[src/hw/rtl/pcpf_pkg.sv]
package pcpf_pkg;

    localparam int MaxSide = 4096;
    localparam int SideW   = $clog2(MaxSide + 1);
    localparam int PosW    = 12;
    localparam int DistW   = SideW + 1;
    localparam int SqW     = 2 * DistW + 1;
    localparam int RootW   = (SqW + 1) / 2;
    localparam int ChW     = 8;

    typedef enum logic [2:0] {
        MODE_VIGNETTE = 3'd0,
        MODE_CLARENDON = 3'd1,
        MODE_GRAY = 3'd2,
        MODE_CONTRAST = 3'd3,
        MODE_LIGHTEN = 3'd4,
        MODE_DARKEN = 3'd5,
        MODE_FIVE = 3'd6,
        MODE_PASS = 3'd7
    } t_mode;

    localparam logic [1:0] REG_MODE   = 2'd0;
    localparam logic [1:0] REG_FACTOR = 2'd1;
    localparam logic [1:0] REG_ROWS   = 2'd2;
    localparam logic [1:0] REG_COLS   = 2'd3;

    typedef struct packed {
        t_mode             mode;
        logic [15:0]       factor;
        logic [SideW-1:0]  rows;
        logic [SideW-1:0]  cols;
    } t_cfg;

    typedef logic [ChW-1:0] t_px [3];

endpackage

[src/hw/rtl/pcpf_sqrt.sv]
// Pipelined restoring square root, one result bit per stage.
module pcpf_sqrt (
    input  logic                       i_clk,
    input  logic                       i_en,
    input  logic [pcpf_pkg::SqW-1:0]   i_sq,
    output logic [pcpf_pkg::RootW-1:0] o_root
);
    import pcpf_pkg::*;

    localparam int Steps = RootW;
    localparam int RemW  = RootW + 2;

    logic [2*Steps-1:0] r_x   [Steps+1];
    logic [RemW-1:0]    r_rem [Steps+1];
    logic [RootW-1:0]   r_q   [Steps+1];

    always_comb begin
        r_x[0]   = {{(2*Steps-SqW){1'b0}}, i_sq};
        r_rem[0] = '0;
        r_q[0]   = '0;
    end

    genvar k;
    generate
        for (k = 0; k < Steps; k++) begin : g_step
            logic [RemW-1:0]  n_trial;
            logic [RemW-1:0]  n_cur;
            always_comb begin
                n_cur   = {r_rem[k][RemW-3:0], r_x[k][2*Steps-1 -: 2]};
                n_trial = {r_q[k], 2'b01};
            end
            // advance one root bit
            always_ff @(posedge i_clk) begin
                if (i_en) begin
                    r_x[k+1] <= {r_x[k][2*Steps-3:0], 2'b00};
                    if (n_cur >= n_trial) begin
                        r_rem[k+1] <= n_cur - n_trial;
                        r_q[k+1]   <= {r_q[k][RootW-2:0], 1'b1};
                    end else begin
                        r_rem[k+1] <= n_cur;
                        r_q[k+1]   <= {r_q[k][RootW-2:0], 1'b0};
                    end
                end
            end
        end
    endgenerate

    assign o_root = r_q[Steps];
endmodule

[config.mk]
export PLATFORM = sky130hd
export DESIGN_NAME = pcpf_sqrt
export DESIGN_NICKNAME = d
export VERILOG_FILES = /design/src/hw/rtl/pcpf_pkg.sv /design/src/hw/rtl/pcpf_sqrt.sv
export SDC_FILE = /design/constraint.sdc
export NUM_CORES = 1
export LEC_CHECK = 0
export ABC_CLOCK_PERIOD_IN_PS = 3200
export BUFFER_PORTS_ARGS = -buffer_cell sky130_fd_sc_hd__clkbuf_2
export CAP_MARGIN = 10
export CORE_MARGIN = 5
export CORE_UTILIZATION = 35
export CTS_CLUSTER_SIZE = 30
export DETAILED_ROUTE_END_ITERATION = 16
export HOLD_SLACK_MARGIN = 0.02
export PLACE_DENSITY = 0.56
export SLEW_MARGIN = 20
export SYNTH_ARGS = -nofsm -noshare
export SYNTH_HDL_FRONTEND = slang
export SYNTH_SLANG_ARGS = --single-unit
[constraint.sdc]
create_clock -name i_clk -period 3.2 [get_ports i_clk]
set_clock_uncertainty 0.2 [all_clocks]
set_input_delay 0.32 -clock i_clk [delete_from_list [all_inputs] [get_ports i_clk]]
set_output_delay 0.32 -clock i_clk [all_outputs]
set_load 0.005 [all_outputs]
==> metrics.txt <==
number of synthesized flops with an enable pin=515; clk buf depth=3; Max Cap Viol=0; CTS Sinks=515; Fillers=slightly above 6000; Slew headroom=0.5330; nets=around 2100; final setup fails=0; die area=73720 µm²; DR WL/cell=15.59 µm; Tcrit/Tclk final=0.9265; Seq/Total Area, Yosys=0.6461; Synth area leader=edfxtp_1; Final Total Pwr=17.93 mW; DIE HEIGHT=271.5 µm; ANT cells=0; area grow syn2layout=14.88%; flops & latches, synth=515; most instantiated cells after synthesis=edfxtp_1 (515), inv_1 (163), nor2_1 (142); top cell type's share of synthesized area=0.6461; Ports=46; min cycle time layout=2.965 ns; Num CTS Buffers=55; RSZ-0062 raised after global routing=no; Avg Cell Area, Syn=13.29 µm²; PD cells=652.2 nW/µm²; Vias=14050; total negative slack=0 ns; vias per cell=4.917; Worst EP required=roughly 3.4 ns; initial core utilization=0.3545; status=complete, no violations; count leader, synth=edfxtp_1; Hold Crit Class=reg2reg; critical path class=reg2reg; Resize count post-CTS=0; Worst VDD drop=0.0004732 V; global-route wire length before repair=a little over 70000 µm; Slew @ Worst Pin=around 0.7 ns; H-tree depth=2; Post-synth top flop=edfxtp_1; Leak Pwr=10.52 nW; number of global-route vias before repair=around 14000; Netlist Area Pre-Place=23940 µm²; Critical Path Fanout Max=18; Yosys cell types=between 90 and 100; Final ANT Viol Nets=0; share of layout cells above drive strength 1=0.1058; Synth warnings=0; WP data arrival=3.18 ns; synth top area cells=edfxtp_1 (65%), ha_1 (6.8%), inv_1 (2.6%); overall routed net length=about 45000 µm; DPL Wire Length=31350 µm; GRT Util Overall=0.1183; DR DRC count=0; core area=between 60000 and 70000 µm²; clock slew at reported path FFs=0.06 ns; fmax=0.3373 GHz; DRT iter0 DRCs=970; endpoint type of the worst setup path=flip-flop; flop-to-flop setup slack=roughly 0.24 ns; crit start category=flip-flop; largest net degree at the start of global routing=slightly above 90; Pre-antenna DRT Iters=5; Synth async-reset ratio=0; Post-Syn Nets=roughly 2000; initial antenna violation count=1; grt total ovfl=0; later-pin clock latency in the skew report=0.62 ns; CTS root buf=clkbuf_16; placer congestion estimate=0.8196; IO Port Bufs=45; number of core rows=95; Final Slew Violations=0; CTS tree=built; Mapped Cells=1801; Die Wd=271.5 µm; Final Hold Vio Count=0
[final cells by class]
cell class                 instances  area (µm²)  area share
timing repair buffer             110       885.9     0.03222
clock buffer                      66        1418     0.05156
sequential                       515       15460      0.5624
inverter                         167       629.4     0.02289
tap                              873        1092     0.03973
clock inverter                    36       310.3     0.01129
multi-input combinational       1091        7696      0.2799
[sequential cells by signal (all words and copies together), names as in the netlist]
name	count
r_x	182
g_step.n_cur	213
g_step.n_trial	105
o_root	15
[routing by layer]
metal	GRT usage	up-vias	part of all wire
met4	0.03621	0	0.026
met3	0.02190	87	0.041
li1	-	7005	-
met2	0.1859	270	0.45
met1	0.1678	6690	0.48
met5	0	-	0
[worst max-delay path, cell delays in order (launching register included)]
cell and delay (ns):
edfxtp_1 0.43, ha_1 0.46, nand4_1 0.27, nor4_1 0.69, a211oi_4 0.14, buf_4 0.25, o31ai_1 0.32
[report_power, final]
group | switching, mW | internal, mW | total, mW
combinational | 1.70 | 1.33 | 3.03
sequential | 0.435 | 8.39 | 8.83
clock | 2.65 | 3.42 | 6.08
total | 4.79 | 13.1 | 17.9
[what timing repair did]
action                    in CTS  in global routing
hold buffers                  30                  0
setup buffers                  0                  0
hold endpoints to repair      85                  0
[path summary, 6_finish.rpt]
path | from | to | cells past startpoint
max reg2reg | g_step[12].n_cur[11] | g_step[13].n_cur[6] | 6
min | r_x[144] | r_x[116] | 0
min reg2reg | r_x[144] | r_x[116] | 0
max | g_step[12].n_cur[11] | g_step[13].n_cur[6] | 6
[cell usage in the layout (no fill, tap or decap), types with 6 or more instances in the layout]
cell type	instances
a21oi_1	118
mux2_1	8
o21bai_1	7
ha_1	131
xor2_1	50
o211ai_1	7
a21o_1	32
clkbuf_1	11
nand4b_1	9
dlygate4sd3_1	30
mux2_2	9
nor4_1	21
o21a_1	33
or4_1	6
buf_12	7
nor2b_1	18
nand2_1	94
o21ai_1	13
edfxtp_1	515
or3_1	14
nand3_1	28
nand2b_1	18
clkbuf_2	44
inv_1	163
a211oi_1	11
clkinv_2	12
a31oi_1	11
nand4_1	20
buf_4	28
clkbuf_16	55
o21ai_0	60
xnor2_1	67
clkinv_1	12
mux2i_1	6
o31ai_1	14
nor2_1	142
nor3_1	39
[cells by family after synthesis]
| logic type | Yosys count | share of synthesized area |
|---|---|---|
| other | 1 | 0.0001567 |
| buffers and inverters | 195 | 0.03236 |
| XOR/XNOR | 117 | 0.04281 |
| AND/OR/NAND/NOR | 451 | 0.09650 |
| flip-flops | 515 | 0.6461 |
| multiplexers | 23 | 0.01051 |
| AO/OA/AOI/OAI | 368 | 0.1031 |
| adder cells (fa/ha/maj) | 131 | 0.06848 |
[stage by stage]
stage                     instances  instance area, µm²  hold slack (ns)  setup WS [ns]    util
after global placement         2726               25470           0.2008         0.2678  0.3772
after floorplan                1801               23940           0.2003         0.6650       -
final                          2858               27500           0.2057         0.2353  0.4073
after global routing           2858               27500           0.1845         0.1488  0.4073
after CTS                      2858               27500           0.1598         0.2377  0.4073
after detailed placement       2726               25470           0.2045         0.3148  0.3772
No activity file was read; power rests on OpenSTA's default activity.
