## src/hw/rtl/pcpf_pkg.sv

```systemverilog
package pcpf_pkg;

    localparam int MaxSide = 4096;
    localparam int SideW   = $clog2(MaxSide + 1);
    localparam int PosW    = 12;
    localparam int DistW   = SideW + 1;
    localparam int SqW     = 2 * DistW + 1;
    localparam int RootW   = (SqW + 1) / 2;
    localparam int ChW     = 8;

    typedef enum logic [2:0] {
        MODE_VIGNETTE = 3'd0,
        MODE_CLARENDON = 3'd1,
        MODE_GRAY = 3'd2,
        MODE_CONTRAST = 3'd3,
        MODE_LIGHTEN = 3'd4,
        MODE_DARKEN = 3'd5,
        MODE_FIVE = 3'd6,
        MODE_PASS = 3'd7
    } t_mode;

    localparam logic [1:0] REG_MODE   = 2'd0;
    localparam logic [1:0] REG_FACTOR = 2'd1;
    localparam logic [1:0] REG_ROWS   = 2'd2;
    localparam logic [1:0] REG_COLS   = 2'd3;

    typedef struct packed {
        t_mode             mode;
        logic [15:0]       factor;
        logic [SideW-1:0]  rows;
        logic [SideW-1:0]  cols;
    } t_cfg;

    typedef logic [ChW-1:0] t_px [3];

endpackage

```

## src/hw/rtl/pcpf_vdiv.sv

```systemverilog
// Pipelined restoring divide: floor(num / den), one quotient bit per stage.
module pcpf_vdiv (
    input  logic                     i_clk,
    input  logic                     i_en,
    input  logic [pcpf_pkg::ChW+pcpf_pkg::SideW-1:0] i_num,
    input  logic [pcpf_pkg::SideW-1:0] i_den,
    output logic [pcpf_pkg::ChW-1:0] o_quo
);
    import pcpf_pkg::*;

    localparam int NumW = ChW + SideW;

    logic [NumW-1:0]   r_n [ChW+1];
    logic [SideW:0]    r_r [ChW+1];
    logic [SideW-1:0]  r_d [ChW+1];
    logic [ChW-1:0]    r_qq[ChW+1];

    // numerator < den << 8 so the top SideW bits give a remainder < den
    always_comb begin
        r_n[0]  = i_num;
        r_r[0]  = {1'b0, i_num[NumW-1 -: SideW]};
        r_d[0]  = i_den;
        r_qq[0] = '0;
    end

    genvar k;
    generate
        for (k = 0; k < ChW; k++) begin : g_bit
            logic [SideW+1:0] n_cur;
            always_comb n_cur = {r_r[k], r_n[k][ChW-1-k]};
            always_ff @(posedge i_clk) begin
                if (i_en) begin
                    r_n[k+1] <= r_n[k];
                    r_d[k+1] <= r_d[k];
                    if (n_cur >= {2'b00, r_d[k]}) begin
                        r_r[k+1]  <= {1'b0, SideW'(n_cur - {2'b00, r_d[k]})};
                        r_qq[k+1] <= {r_qq[k][ChW-2:0], 1'b1};
                    end else begin
                        r_r[k+1]  <= {1'b0, SideW'(n_cur)};
                        r_qq[k+1] <= {r_qq[k][ChW-2:0], 1'b0};
                    end
                end
            end
        end
    endgenerate

    assign o_quo = r_qq[ChW];
endmodule

```

## config.mk

```make
export PLATFORM = sky130hd
export DESIGN_NAME = pcpf_vdiv
export DESIGN_NICKNAME = d
export VERILOG_FILES = /design/src/hw/rtl/pcpf_pkg.sv /design/src/hw/rtl/pcpf_vdiv.sv
export SDC_FILE = /design/constraint.sdc
export NUM_CORES = 1
export LEC_CHECK = 0
export ABC_AREA = 1
export BUFFER_PORTS_ARGS = -buffer_cell sky130_fd_sc_hd__buf_4
export CORE_MARGIN = 8
export CORE_UTILIZATION = 30
export DETAILED_ROUTE_END_ITERATION = 8
export PLACE_DENSITY = 0.45
export SETUP_SLACK_MARGIN = 0.5
export SLEW_MARGIN = 20
export SYNTH_ARGS = -nofsm -noshare
export SYNTH_HDL_FRONTEND = slang
export SYNTH_SLANG_ARGS = --single-unit
```

## constraint.sdc

```tcl
create_clock -name i_clk -period 2.6 [get_ports i_clk]
set_input_delay 0.39 -clock i_clk [delete_from_list [all_inputs] [get_ports i_clk]]
set_output_delay 0.39 -clock i_clk [all_outputs]
set_load 0.1 [all_outputs]
```

==> impl_metrics.json <==
{
  "outcome": "finished clean",
  "rsz0062_at_grt": "true",
  "finish.instance_area_um2": 19400,
  "post-place-ws_ns": 0.251,
  "dp.final_hpwl_mm": 29.9,
  "min_path_type": "input pin to flop",
  "hold_violations": 0,
  "maxCapViolCount": 0,
  "grt_start_max_net_pins": 64,
  "timing.critical_path.slowest_stage_cell": "sky130_fd_sc_hd__edfxtp_1",
  "critical_path.top_delay_family": "simple AND/OR/NAND/NOR gates",
  "crit_path_end_kind": "flop",
  "cts_tree": "built",
  "synth-seq-cells": 246,
  "timing.final.max_slew_violations": 0,
  "floorplan.die.height_um": 247,
  "worstSkewPairLatency_ns": 0.53,
  "tightest_slew_ns": 0.589,
  "p_clk_share_pct": 24.0,
  "combinational_fraction_of_design_power_pct": 44.4,
  "clock_sink_count": 246,
  "mappedNetlistNets": 1940,
  "gp_congestion": 0.872,
  "num_rows": 84,
  "detail_route.wl_per_cell_um": 15.0,
  "total_die_area_um2": 60900,
  "cts_htree_levels": 2,
  "final_antenna_net_count": 0,
  "drt-vias-per-instance": 4.45,
  "worst-setup-path-type": "flop to flop",
  "synthTopCellsByCount": "514 x sky130_fd_sc_hd__nand2_1, 372 x sky130_fd_sc_hd__inv_1, 246 x sky130_fd_sc_hd__edfxtp_1",
  "grt_pass1_vias": 11900,
  "avgSynthCellArea_um2": 8.90,
  "path_cells": "inv_2 -> ha_4 -> nand2_1 -> inv_2 -> nand2_2 -> nand3_2 -> nand2_4 -> nand3_4 -> buf_6 -> buf_4 -> nand3_2 -> nand2_1",
  "synthCells": 1793,
  "synthesis.area_um2": 16000,
  "totalNegativeSetupSlack_ns": 0,
  "critPathMaxFanout": 5,
  "synthDominantAreaCellType": "sky130_fd_sc_hd__edfxtp_1",
  "finalCoreUtilization_pct": 37.0,
  "seqPwrFrac_pct": 31.6,
  "p_int_w": 0.0117,
  "timing.slew.headroom_pct": 60.8,
  "leakage_nw": 9.17,
  "io_buffer_count": 43,
  "synth-main-ff-cell": "sky130_fd_sc_hd__edfxtp_1",
  "cellPowerDensity_nw_per_um2": 985,
  "placed_area_um2": 17100,
  "worst_endpoint_required_time_ns": 2.88,
  "coreArea_um2": 52600,
  "track_usage_pct": 12.6,
  "cts_inserted_buffers": 34,
  "syn2layout_area_growth_pct": 21.7,
  "cp_num_buf_inv": 4,
  "dieWidth_um": 247,
  "layout_setup_ws_ns": 0.557,
  "via_count": 11700,
  "synthDistinctLibCells": 31,
  "maxClockFrequency_mhz": 490,
  "critPathArrivalTime_ns": 2.32,
  "initial_core_util_pct": 30.4,
  "clockRootBuffer": "sky130_fd_sc_hd__clkbuf_16",
  "timing.final.crit_share_pct": 78.6,
  "clkTransAtPathRegs_ns": 0.06,
  "synth-seq-area-share_pct": 46.3,
  "global_route_wire_length_before_repair_mm": 61.4,
  "report.final.setup_viol": 0,
  "ioPinCount": 44,
  "synthMostInstantiatedCell": "sky130_fd_sc_hd__nand2_1",
  "power.net_switching_w": 0.00739,
  "fraction_of_registers_with_async_set_or_reset_after_synthesis_pct": 0,
  "irDropWorstVdd_v": 0.000327,
  "drt-total-wl_mm": 39.5,
  "globalRouteOverflowTotal": 0,
  "grt_antenna_before_repair": 0,
  "cts_max_path_buffers": 3,
  "synth_edf_count": 246,
  "drc_errors": 0,
  "layout-drive-gt1-share_pct": 24.7,
  "synthesis.yosys.warnings": 0,
  "diodes": 0,
  "swShare_pct": 38.6,
  "start_kind": "flop",
  "dr.first_iter.drc_count": 559,
  "critical-path-max-stage-delay_ns": 0.40,
  "detailedRoute.firstPassIterationCount": 6,
  "yosys-top-cells-area": "sky130_fd_sc_hd__edfxtp_1 46%, sky130_fd_sc_hd__nand2_1 12%, sky130_fd_sc_hd__inv_1 8.7%",
  "timing.final.crit_period_ns": 2.04,
  "post-synth-top-area-fraction_pct": 46.3,
  "finish.net_count": 2076,
  "clock-skew-final_ns": 0.0266
}
[cell type report]
class                      count  area, µm²
sequential                   246       7390
timing repair buffer         118       1080
tap                          688        861
clock inverter                18        196
clock buffer                  41        898
inverter                     411       1540
fill                        5342      33100
multi-input combinational   1118       7460
[through the flow]
step	hold slack (ns)	instances	total power, W
after global routing	0.00526	2640	0.0206
after CTS	0.000596	2600	0.0187
final	0.0409	2640	0.0191
after global placement	0.403	2517	0.0134
after detailed placement	0.405	2517	0.0135
after floorplan	0.400	1793	0.0117
[state kept, by name, indices dropped and copies added, names as in the netlist]
signal / flops
g_bit.n_cur: 98
r_d: 91
r_qq: 28
r_n: 21
o_quo: 8
[power groups by stage]
stage / logic [W] / clock network, W / registers (W)
after global routing: 0.00953 / 0.00490 / 0.00612
after CTS: 0.00789 / 0.00479 / 0.00598
after detailed placement: 0.00744 / 0 / 0.00605
after global placement: 0.00741 / 0 / 0.00604
final: 0.00850 / 0.00460 / 0.00604
after floorplan: 0.00585 / 0 / 0.00581
[layout by cell type (no fill, tap or decap), types with 21 or more instances in the layout]
cell type / Yosys / final
sky130_fd_sc_hd__nand2_1: 514 / 500
sky130_fd_sc_hd__inv_1: 372 / 344
sky130_fd_sc_hd__edfxtp_1: 246 / 246
sky130_fd_sc_hd__buf_4: 12 / 100
sky130_fd_sc_hd__nand3_1: 94 / 88
sky130_fd_sc_hd__nand4_1: 79 / 79
sky130_fd_sc_hd__inv_2: 38 / 66
sky130_fd_sc_hd__ha_1: 104 / 58
sky130_fd_sc_hd__nor2_1: 57 / 51
sky130_fd_sc_hd__nand2_2: 37 / 48
sky130_fd_sc_hd__o21ai_2: 38 / 38
sky130_fd_sc_hd__xor2_1: 37 / 37
sky130_fd_sc_hd__clkbuf_16: 0 / 37
sky130_fd_sc_hd__a21oi_1: 32 / 32
sky130_fd_sc_hd__ha_4: 0 / 30
sky130_fd_sc_hd__nand3_2: 24 / 28
sky130_fd_sc_hd__nor2_2: 16 / 21
sky130_fd_sc_hd__nand2_4: 19 / 21
[repair_timing]
item	in CTS	in global routing
endpoints found under the setup margin	70	76
resized for setup	33	106
hold buffers	1	0
setup buffers	20	31
cloned	3	9
hold endpoints to repair	1	0
pin swaps	6	25
[final timing paths]
kind,startpoint,to,slack [ns],cells after the start
worst max-delay path,r_d[83]$_DFFE_PP_,g_bit[3].n_cur[13]$_DFFE_PP_,0.56,12
worst min-delay path,i_num[2],r_n[149]$_DFFE_PP_,0.04,1
worst max register to register,r_d[83]$_DFFE_PP_,g_bit[3].n_cur[13]$_DFFE_PP_,0.56,12
worst min register to register,r_qq[12]$_DFFE_PP_,o_quo[5]$_DFFE_PP_,0.41,0
[per-layer routing]
metal / part of all wire, % / track usage, % / wire, µm / vias to the layer above
li1: - / - / - / 6036
met2: 53 / 23.8 / 20800 / 167
met5: 0 / 0 / 0 / -
met3: 2.8 / 2.10 / 1110 / 92
met4: 3.9 / 4.85 / 1520 / 0
met1: 41 / 13.9 / 16100 / 5444
[cells by family after synthesis]
logic type                 count (synthesis)  synth area share (%)
xor gates and xnor gates                  43                  2.36
AOI/OAI and AO/OA                         89                  4.18
DFF                                      246                  46.3
and+or+nand+nor                          866                  26.7
adders and majority gates                111                  9.03
buffers and inverters                    438                  11.4
[worst reg2reg max path, stage by stage (launching register included)]
cell and delay [ns]:
sky130_fd_sc_hd__edfxtp_1 0.40, sky130_fd_sc_hd__inv_2 0.10, sky130_fd_sc_hd__ha_4 0.22, sky130_fd_sc_hd__nand2_1 0.11, sky130_fd_sc_hd__inv_2 0.07, sky130_fd_sc_hd__nand2_2 0.08, sky130_fd_sc_hd__nand3_2 0.12, sky130_fd_sc_hd__nand2_4 0.14
sky130_fd_sc_hd__nand3_4 0.17, sky130_fd_sc_hd__buf_6 0.16, sky130_fd_sc_hd__buf_4 0.13, sky130_fd_sc_hd__nand3_2 0.05, sky130_fd_sc_hd__nand2_1 0.05
Power figures use the tool's default switching activity.
